==> src/design/pacp_pkg.sv <==
// Constants shared by the prefixed axis command parser files.
// No dependencies.
package pacp_pkg;

	localparam int unsigned CFG_IDX_W  = 1;
	localparam int unsigned CFG_DATA_W = 40;

	// configuration register indexes
	localparam logic [CFG_IDX_W-1:0] CFG_PREFIX = 1'd0;
	localparam logic [CFG_IDX_W-1:0] CFG_END    = 1'd1;

	localparam logic [39:0] PREFIX_RESET = 40'h24_4150_303A;
	localparam logic [7:0]  END_RESET    = 8'h21;

	// parser phases
	localparam logic [1:0] PHASE_IDLE   = 2'd0;
	localparam logic [1:0] PHASE_PREFIX = 2'd1;
	localparam logic [1:0] PHASE_SIGN   = 2'd2;
	localparam logic [1:0] PHASE_VALUE  = 2'd3;

	localparam logic [2:0] PREFIX_LAST = 3'd4;

	localparam logic [7:0] CHAR_MINUS = 8'h2D;
	localparam logic [7:0] CHAR_ZERO  = 8'h30;
	localparam logic [7:0] CHAR_NINE  = 8'h39;
	localparam logic [7:0] CHAR_A     = 8'h41;
	localparam logic [7:0] CHAR_X     = 8'h58;
	localparam logic [7:0] CHAR_Y     = 8'h59;
	localparam logic [7:0] CHAR_Z     = 8'h5A;

	localparam logic [30:0] MAG_MAX = 31'h7FFF_FFFF;

endpackage

==> src/design/pacp_if.sv <==
// Channel interfaces of the prefixed axis command parser: byte in, axis out, config.
// Depends on pacp_pkg.
interface pacp_byte_if;
	logic       valid;
	logic       ready;
	logic [7:0] rx_byte;

	modport source (output valid, output rx_byte, input ready);
	modport sink (input valid, input rx_byte, output ready);
endinterface

interface pacp_axis_if;
	logic              valid;
	logic              ready;
	logic              axis;
	logic signed [31:0] axis_value;

	modport source (output valid, output axis, output axis_value, input ready);
	modport sink (input valid, input axis, input axis_value, output ready);
endinterface

interface pacp_cfg_if;
	import pacp_pkg::*;
	logic                  valid;
	logic                  ready;
	logic [CFG_IDX_W-1:0]  index;
	logic [CFG_DATA_W-1:0] data;

	modport source (output valid, output index, output data, input ready);
	modport sink (input valid, input index, input data, output ready);
endinterface

==> src/design/prefixed_axis_command_parser.sv <==
// Prefixed axis command parser: prefix match, signed decimal parse, axis results.
// An accepted byte is registered in byte_s1, and its result word in the output register.
// Throughput: one byte per cycle; the input register stalls only while a result
// word waits in the output register and the sink holds ready low.
// Reset (arst_n low, asynchronous): phase idle, accumulator cleared, registers
// back to prefix "$AP0:" and end character '!'. Config port is always ready.
module prefixed_axis_command_parser (
	input logic         clk,
	input logic         arst_n,
	pacp_byte_if.sink   rx,
	pacp_axis_if.source tx,
	pacp_cfg_if.sink    cfg
);
	import pacp_pkg::*;

	logic [39:0] prefix_q;
	logic [7:0]  end_char_q;

	logic        valid_s1;
	logic [7:0]  byte_s1;

	logic [1:0]  phase_q;
	logic [2:0]  pos_q;
	logic [30:0] mag_q;
	logic        neg_q;

	logic        out_valid_q;
	logic        out_axis_q;
	logic [31:0] out_value_q;

	logic        go_s1;
	logic        out_free;
	logic [7:0]  pfx_char;
	logic        is_digit;
	logic        is_letter;
	logic [34:0] mag_ext;
	logic [34:0] prod;
	logic [30:0] mag_sat;
	logic [31:0] signed_val;
	logic [2:0]  pos_inc;

	logic [1:0]  phase_d;
	logic [2:0]  pos_d;
	logic [30:0] mag_d;
	logic        neg_d;
	logic        emit;

	assign out_free = !out_valid_q || tx.ready;
	assign go_s1    = valid_s1 && out_free;
	assign rx.ready = !valid_s1 || go_s1;
	assign cfg.ready = 1'b1;

	assign tx.valid      = out_valid_q;
	assign tx.axis       = out_axis_q;
	assign tx.axis_value = out_value_q;

	always_ff @(posedge clk or negedge arst_n) begin
		if (!arst_n) begin
			prefix_q   <= PREFIX_RESET;
			end_char_q <= END_RESET;
		end else if (cfg.valid) begin
			case (cfg.index)
				CFG_PREFIX: prefix_q <= cfg.data;
				CFG_END: end_char_q <= cfg.data[7:0];
				default: ;
			endcase
		end
	end

	always_comb begin
		case (pos_q)
			3'd0: pfx_char = prefix_q[39:32];
			3'd1: pfx_char = prefix_q[31:24];
			3'd2: pfx_char = prefix_q[23:16];
			3'd3: pfx_char = prefix_q[15:8];
			3'd4: pfx_char = prefix_q[7:0];
			default: pfx_char = 8'h00;
		endcase
	end

	assign is_digit  = (byte_s1 >= CHAR_ZERO) && (byte_s1 <= CHAR_NINE);
	assign is_letter = (byte_s1 >= CHAR_A) && (byte_s1 <= CHAR_Z);

	// mag * 10 + digit as (mag << 3) + (mag << 1) + digit, then saturate
	assign mag_ext = {4'b0, mag_q};
	assign prod    = (mag_ext << 3) + (mag_ext << 1) + {31'b0, byte_s1[3:0]};
	assign mag_sat = (prod > {4'b0, MAG_MAX}) ? MAG_MAX : prod[30:0];

	// negative zero comes out as 0 by itself
	assign signed_val = neg_q ? (32'd0 - {1'b0, mag_q}) : {1'b0, mag_q};
	assign pos_inc    = pos_q + 3'd1;

	always_comb begin
		phase_d = phase_q;
		pos_d   = pos_q;
		mag_d   = mag_q;
		neg_d   = neg_q;
		emit    = 1'b0;
		case (phase_q)
			PHASE_IDLE: begin
				if (byte_s1 == prefix_q[39:32]) begin
					phase_d = PHASE_PREFIX;
					pos_d   = 3'd1;
				end
			end
			PHASE_PREFIX: begin
				if (pos_q <= PREFIX_LAST && byte_s1 == pfx_char) begin
					if (pos_q == PREFIX_LAST) begin
						phase_d = PHASE_SIGN;
						pos_d   = 3'd0;
						mag_d   = 31'd0;
						neg_d   = 1'b0;
					end else begin
						pos_d = pos_inc;
					end
				end else begin
					phase_d = PHASE_IDLE;
					pos_d   = 3'd0;
					mag_d   = 31'd0;
					neg_d   = 1'b0;
				end
			end
			PHASE_SIGN: begin
				phase_d = PHASE_VALUE;
				if (byte_s1 == CHAR_MINUS) begin
					neg_d = 1'b1;
				end else if (is_digit) begin
					mag_d = mag_sat;
				end else begin
					phase_d = PHASE_IDLE;
					pos_d   = 3'd0;
					mag_d   = 31'd0;
					neg_d   = 1'b0;
				end
			end
			default: begin
				// digit wins over the end character, which wins over letters
				if (is_digit) begin
					mag_d = mag_sat;
				end else if (byte_s1 == end_char_q || !is_letter) begin
					phase_d = PHASE_IDLE;
					pos_d   = 3'd0;
					mag_d   = 31'd0;
					neg_d   = 1'b0;
				end else begin
					emit    = (byte_s1 == CHAR_X) || (byte_s1 == CHAR_Y);
					phase_d = PHASE_SIGN;
					mag_d   = 31'd0;
					neg_d   = 1'b0;
				end
			end
		endcase
	end

	always_ff @(posedge clk or negedge arst_n) begin
		if (!arst_n) begin
			valid_s1 <= 1'b0;
		end else if (rx.ready) begin
			valid_s1 <= rx.valid;
		end
	end

	always_ff @(posedge clk) begin
		if (rx.valid && rx.ready) begin
			byte_s1 <= rx.rx_byte;
		end
	end

	always_ff @(posedge clk or negedge arst_n) begin
		if (!arst_n) begin
			phase_q <= PHASE_IDLE;
			pos_q   <= 3'd0;
			mag_q   <= 31'd0;
			neg_q   <= 1'b0;
		end else if (go_s1) begin
			phase_q <= phase_d;
			pos_q   <= pos_d;
			mag_q   <= mag_d;
			neg_q   <= neg_d;
		end
	end

	always_ff @(posedge clk or negedge arst_n) begin
		if (!arst_n) begin
			out_valid_q <= 1'b0;
		end else if (out_free) begin
			out_valid_q <= valid_s1 && emit;
		end
	end

	always_ff @(posedge clk) begin
		if (go_s1 && emit) begin
			out_axis_q  <= (byte_s1 == CHAR_Y);
			out_value_q <= signed_val;
		end
	end

endmodule

==> src/flat_wrapper.sv <==
// flat-port wrapper written by rule: the top's interface ports become plain ports
module prefixed_axis_command_parser_flat import pacp_pkg::*;
  (clk, arst_n, rx_valid, rx_rx_byte, rx_ready, tx_valid, tx_axis, tx_axis_value, tx_ready, cfg_valid, cfg_index, cfg_data, cfg_ready);
  pacp_byte_if rx_i ();
  pacp_axis_if tx_i ();
  pacp_cfg_if cfg_i ();
  input logic clk;
  input logic arst_n;
  input wire logic [$bits(rx_i.valid)-1:0] rx_valid;
  input wire logic [$bits(rx_i.rx_byte)-1:0] rx_rx_byte;
  output wire logic [$bits(rx_i.ready)-1:0] rx_ready;
  output wire logic [$bits(tx_i.valid)-1:0] tx_valid;
  output wire logic [$bits(tx_i.axis)-1:0] tx_axis;
  output wire logic [$bits(tx_i.axis_value)-1:0] tx_axis_value;
  input wire logic [$bits(tx_i.ready)-1:0] tx_ready;
  input wire logic [$bits(cfg_i.valid)-1:0] cfg_valid;
  input wire logic [$bits(cfg_i.index)-1:0] cfg_index;
  input wire logic [$bits(cfg_i.data)-1:0] cfg_data;
  output wire logic [$bits(cfg_i.ready)-1:0] cfg_ready;
  assign rx_i.valid = rx_valid;
  assign rx_i.rx_byte = rx_rx_byte;
  assign rx_ready = rx_i.ready;
  assign tx_valid = tx_i.valid;
  assign tx_axis = tx_i.axis;
  assign tx_axis_value = tx_i.axis_value;
  assign tx_i.ready = tx_ready;
  assign cfg_i.valid = cfg_valid;
  assign cfg_i.index = cfg_index;
  assign cfg_i.data = cfg_data;
  assign cfg_ready = cfg_i.ready;
  prefixed_axis_command_parser u_core (.clk(clk), .arst_n(arst_n), .rx(rx_i), .tx(tx_i), .cfg(cfg_i));
endmodule
==> config.mk <==
export PLATFORM = sky130hd
export DESIGN_NAME = prefixed_axis_command_parser_flat
export DESIGN_NICKNAME = d
export VERILOG_FILES = /design/src/design/pacp_pkg.sv /design/src/design/pacp_if.sv /design/src/design/prefixed_axis_command_parser.sv /design/src/flat_wrapper.sv
export SDC_FILE = /design/constraint.sdc
export NUM_CORES = 1
export LEC_CHECK = 0
export BUFFER_PORTS_ARGS = -buffer_cell sky130_fd_sc_hd__buf_2
export CORE_MARGIN = 1.5
export CORE_UTILIZATION = 60
export CTS_CLUSTER_DIAMETER = 150
export DETAILED_ROUTE_END_ITERATION = 7
export PLACE_DENSITY_LB_ADDON = 0.3
export SYNTH_ARGS = -nofsm -noshare
export SYNTH_HDL_FRONTEND = slang
export SYNTH_SLANG_ARGS = --single-unit
==> constraint.sdc <==
create_clock -name clk -period 4.6 [get_ports clk]
set_input_delay 0.23 -clock clk [delete_from_list [all_inputs] [get_ports clk]]
set_output_delay 0.23 -clock clk [all_outputs]
set_load 0.02 [all_outputs]
==> metrics.md <==
| Metric | Value |
|---|---|
| Run status | `finished, final reports clean` |
| CP delay by family, top | `compound AO/OA/AOI/OAI gates` |
| Setup crit end | `u_core.mag_q[29]` |
| Std-Cell Rows | `between 40 and 50` |
| Clock Root Buffer | `clkbuf_16` |
| Iteration-0 DRC Markers | `between 400 and 500` |
| Number of synthesized flops with an enable pin | `between 40 and 50` |
| Crit. End Element | `flip-flop` |
| Layout Skew | `between 0.007 and 0.008 ns` |
| Core area | `between 0.01 and 0.015 mm²` |
| Die ar. | `approximately 0.014 mm²` |
| Post-synthesis sequential area ratio | `between 40 and 50%` |
| Avg Inst Size Synth | `11.0 µm²` |
| Critical path class | `reg -> reg` |
| Die Ht | `about 120 µm` |
| Max Transition Viols Final | `0` |
| HPWL after detailed placement | `14,100 µm` |
| # setup viols final | `0` |
| Io pins | `90` |
| LEAKAGE | `roughly 4.1 nW` |
| Most used DFF post-synth | `dfrtp_1` |
| Initial antenna violation count | `0` |
| Largest net degree at the start of global routing | `57` |
| Initial Utilization | `between 60% and 70%` |
| GRT Total Usage | `around 28%` |
| Multiplexer share of the synthesized area | `approximately 7%` |
| Biggest cell delay along the critical path | `0.48 ns` |
| Final Cycle Share | `87.3%` |
| CTS Sinks | `around 130` |
| Clock Pin Slew Worst Setup and Hold Paths | `around 0.060 ns` |
| Slowest-stage cell, CP | `fa_1` |
| Max Cap Viol | `0` |
| Adder-cell area share of the yosys netlist | `a little under an eighth` |
| Slew headroom | `between 20% and 30%` |
| CP Depth | `13` |
| Antenna-violating nets left | `0` |
| Clock latency on the worst-skew pair | `~0.42 ns` |
| Post-Route Setup TNS | `0 ns` |
| Largest family of logic cells by synthesized area | `compound AO/OA/AOI/OAI gates` |
| Vias in the first global route | `between 6,000 and 7,000` |
| Synth Register Bits | `roughly 130` |
| Routed len/inst | `between 15 and 20 µm` |
| Drt first pass iters | `7` |
| Compound-cell area share of the yosys netlist | `17.7%` |
| R2R depth | `13` |
| CP Buf/Inv Count | `2` |
| Register-to-register setup slack | `slightly below 0.6 ns` |
| Worst Setup Slack, final | `~0.59 ns` |
| XOR/XNOR Fraction of Synth Area | `about 8.8%` |
| Synth cell types | `~70` |
| Diode count | `0` |
| Nets | `roughly 950` |
| Commonest non-fill, non-tap cells in the layout | `87 x buf_2, 73 x dfrtp_1, 72 x ha_1, 61 x xnor2_1, 48 x mux2_2` |
| CP dominant cell by count | `fa_1` |
| Global-route wire length before repair | `31,500 µm` |
| Worst hold path type | `in -> reg` |
| Die width | `approximately 120 µm` |
| Pwr Density | `about 340 mW/mm²` |
| WP data required | `4.90 ns` |
| GP Congestion | `approximately 0.92` |
| CTS buffer count | `17` |
| Least-Margin Pin Slew | `~1.2 ns` |
| PortBufs | `88` |
| Peak supply drop | `around 0.00033 V` |
| CTS tree | `done` |
| Synthesized instance count | `~740` |
| Cell Chain, Critical Path | `inv_1, fa_1, fa_1, and2b_1, o2111ai_2, a31oi_1, o21ai_1, a2111oi_0, nor2_1, xnor2_1, o31a_1, buf_12, a221o_1` |
| Vias | `around 6,300` |
| Synth Net Count | `about 870` |
| Crit path from | `u_core.byte_s1[3]` |
| Final hold violation count | `0` |
| Arrival @ worst endpoint | `~4.3 ns` |
| Simple-gate share of the synthesized area | `9.45%` |
| Clock Path Buffers | `2` |
| Layout cell share with drive strength beyond 1 | `between 20% and 30%` |
| Worst Path Max Fanout | `24` |
| Final WL | `approximately 19,000 µm` |
| Yosys warning count | `0` |
| Ys async rst share | `68.0%` |
| Post-route minimum period | `approximately 4 ns` |
| H-tree levels | `4` |
| GRT overflow | `0` |
| Synth Cell Area | `slightly above 0.008 mm²` |
| Via-per-instance ratio | `a little over 6` |
| Post-cts sizing count | `0` |
| Area grow syn2layout | `14.4%` |
| Fmax | `around 0.25 GHz` |
| DP Worst Slack | `about 0.6 ns` |
| Reg-to-reg endpoint | `u_core.mag_q[29]` |
| Crit path launch type | `flip-flop` |
| Power Total | `about 3.2 mW` |
| RSZ-0062 raised after global routing | `no` |
| Most common cell after layout, fill and taps aside | `buf_2` |
| # DRC | `0` |
| Worst r2r src | `u_core.byte_s1[3]` |
[worst min path at each step]
stage / slack [ns] / depth (start not counted) / end / start
2_1_floorplan: -0.07 / 0 / u_core.end_char_q[1] / arst_n
3_3_place_gp: 0.18 / 1 / u_core.prefix_q[15] / arst_n
3_5_place_dp: 0.18 / 1 / u_core.prefix_q[15] / arst_n
4_1_cts: 0.0002 / 1 / u_core.byte_s1[1] / rx_rx_byte[1]
5_1_grt: 0.0006 / 1 / u_core.byte_s1[1] / rx_rx_byte[1]
6_report: 0.008 / 1 / u_core.byte_s1[1] / rx_rx_byte[1]
[cell usage after synthesis (3+ instances only)]
| cell | instances | area, µm² |
|---|---|---|
| inv_1 | 22 | 82.6 |
| a21oi_2 | 4 | 35.0 |
| nand3_1 | 12 | 60.1 |
| nor4_1 | 7 | 43.8 |
| o41ai_1 | 7 | 61.3 |
| nand2b_1 | 7 | 43.8 |
| o21a_1 | 5 | 37.5 |
| mux2i_1 | 3 | 30.0 |
| o21ai_1 | 10 | 50.1 |
| a221o_1 | 31 | 310 |
| xnor2_1 | 61 | 534 |
| a32oi_1 | 4 | 35.0 |
| o31ai_1 | 8 | 60.1 |
| nor3_1 | 5 | 25.0 |
| dfrtp_1 | 73 | 1830 |
| or4_1 | 3 | 22.5 |
| nand4_1 | 15 | 93.8 |
| o21bai_1 | 4 | 30.0 |
| and3_1 | 3 | 18.8 |
| ha_1 | 72 | 901 |
| a21oi_1 | 36 | 180 |
| a222oi_1 | 8 | 80.1 |
| dfstp_2 | 14 | 368 |
| buf_2 | 10 | 50.1 |
| edfxtp_1 | 41 | 1230 |
| o211ai_1 | 6 | 45.0 |
| a211oi_1 | 4 | 30.0 |
| a21o_1 | 8 | 60.1 |
| buf_6 | 5 | 56.3 |
| nand2_1 | 46 | 173 |
| nor2_1 | 24 | 90.1 |
| xor2_1 | 21 | 184 |
| o21ai_0 | 32 | 160 |
| clkbuf_1 | 23 | 86.3 |
| a31oi_1 | 6 | 37.5 |
| mux2_2 | 48 | 541 |
| and2_1 | 3 | 18.8 |
| nor2b_1 | 6 | 37.5 |
[through the flow]
step / util (%) / hold WS (ns) / std cells / cell area [µm²]
floorplan: - / -0.0656 / 739 / 8160
global placement: 65.6 / 0.179 / 969 / 8680
detailed placement: 65.6 / 0.183 / 969 / 8680
CTS: 70.5 / 0.000201 / 1010 / 9330
global route: 70.5 / 0.000644 / 1010 / 9330
finish: 70.5 / 0.00815 / 1010 / 9330
[layout make-up]
cell class	count	area (µm²)
multi-input combinational	549	4460
fill	975	3910
sequential	128	3430
timing repair buffer	102	583
clock buffer	24	504
tap	176	220
inverter	23	86.3
clock inverter	8	53.8
[report_power, final]
part,leakage [nW],switching [mW],total (mW),internal (mW)
clock network,0.274,0.491,1.26,0.765
registers,1.43,0.0821,1.35,1.27
logic,2.43,0.327,0.571,0.244
total,4.13,0.900,3.18,2.28
[logic make-up (layout without fill, tap and decap cells)]
family / count (synthesis) / after routing
muxes: 51 / 51
and+or+nand+nor: 147 / 147
adders and majority gates: 74 / 74
DFF: 128 / 128
AOI/OAI and AO/OA: 194 / 194
other: 1 / 1
buffers and inverters: 62 / 157
xor gates and xnor gates: 82 / 82
[metal layers]
| layer | GRT usage [%] | vias up | wire length (µm) |
|---|---|---|---|
| met5 | 0 | - | 0 |
| met2 | 46.8 | 232 | 9330 |
| met3 | 5.23 | 47 | 959 |
| met1 | 35.8 | 3063 | 8030 |
| met4 | 12.0 | 0 | 648 |
| li1 | - | 2957 | - |
[state kept, by name (all words and copies together) (netlist names)]
register              flops
u_core.end_char_q         8
u_core.phase_q            2
u_core.valid_s1           1
u_core.neg_q              1
u_core.pos_q              3
u_core.byte_s1            8
u_core.tx.axis_value     32
u_core.tx.valid           1
u_core.tx.axis            1
u_core.prefix_q          40
u_core.mag_q             31
[timing repair]
action	CTS	global route
hold buffers	9	0
hold endpoints to repair	37	0
buffers inserted	0	0
(Power assumes the default switching activity.)
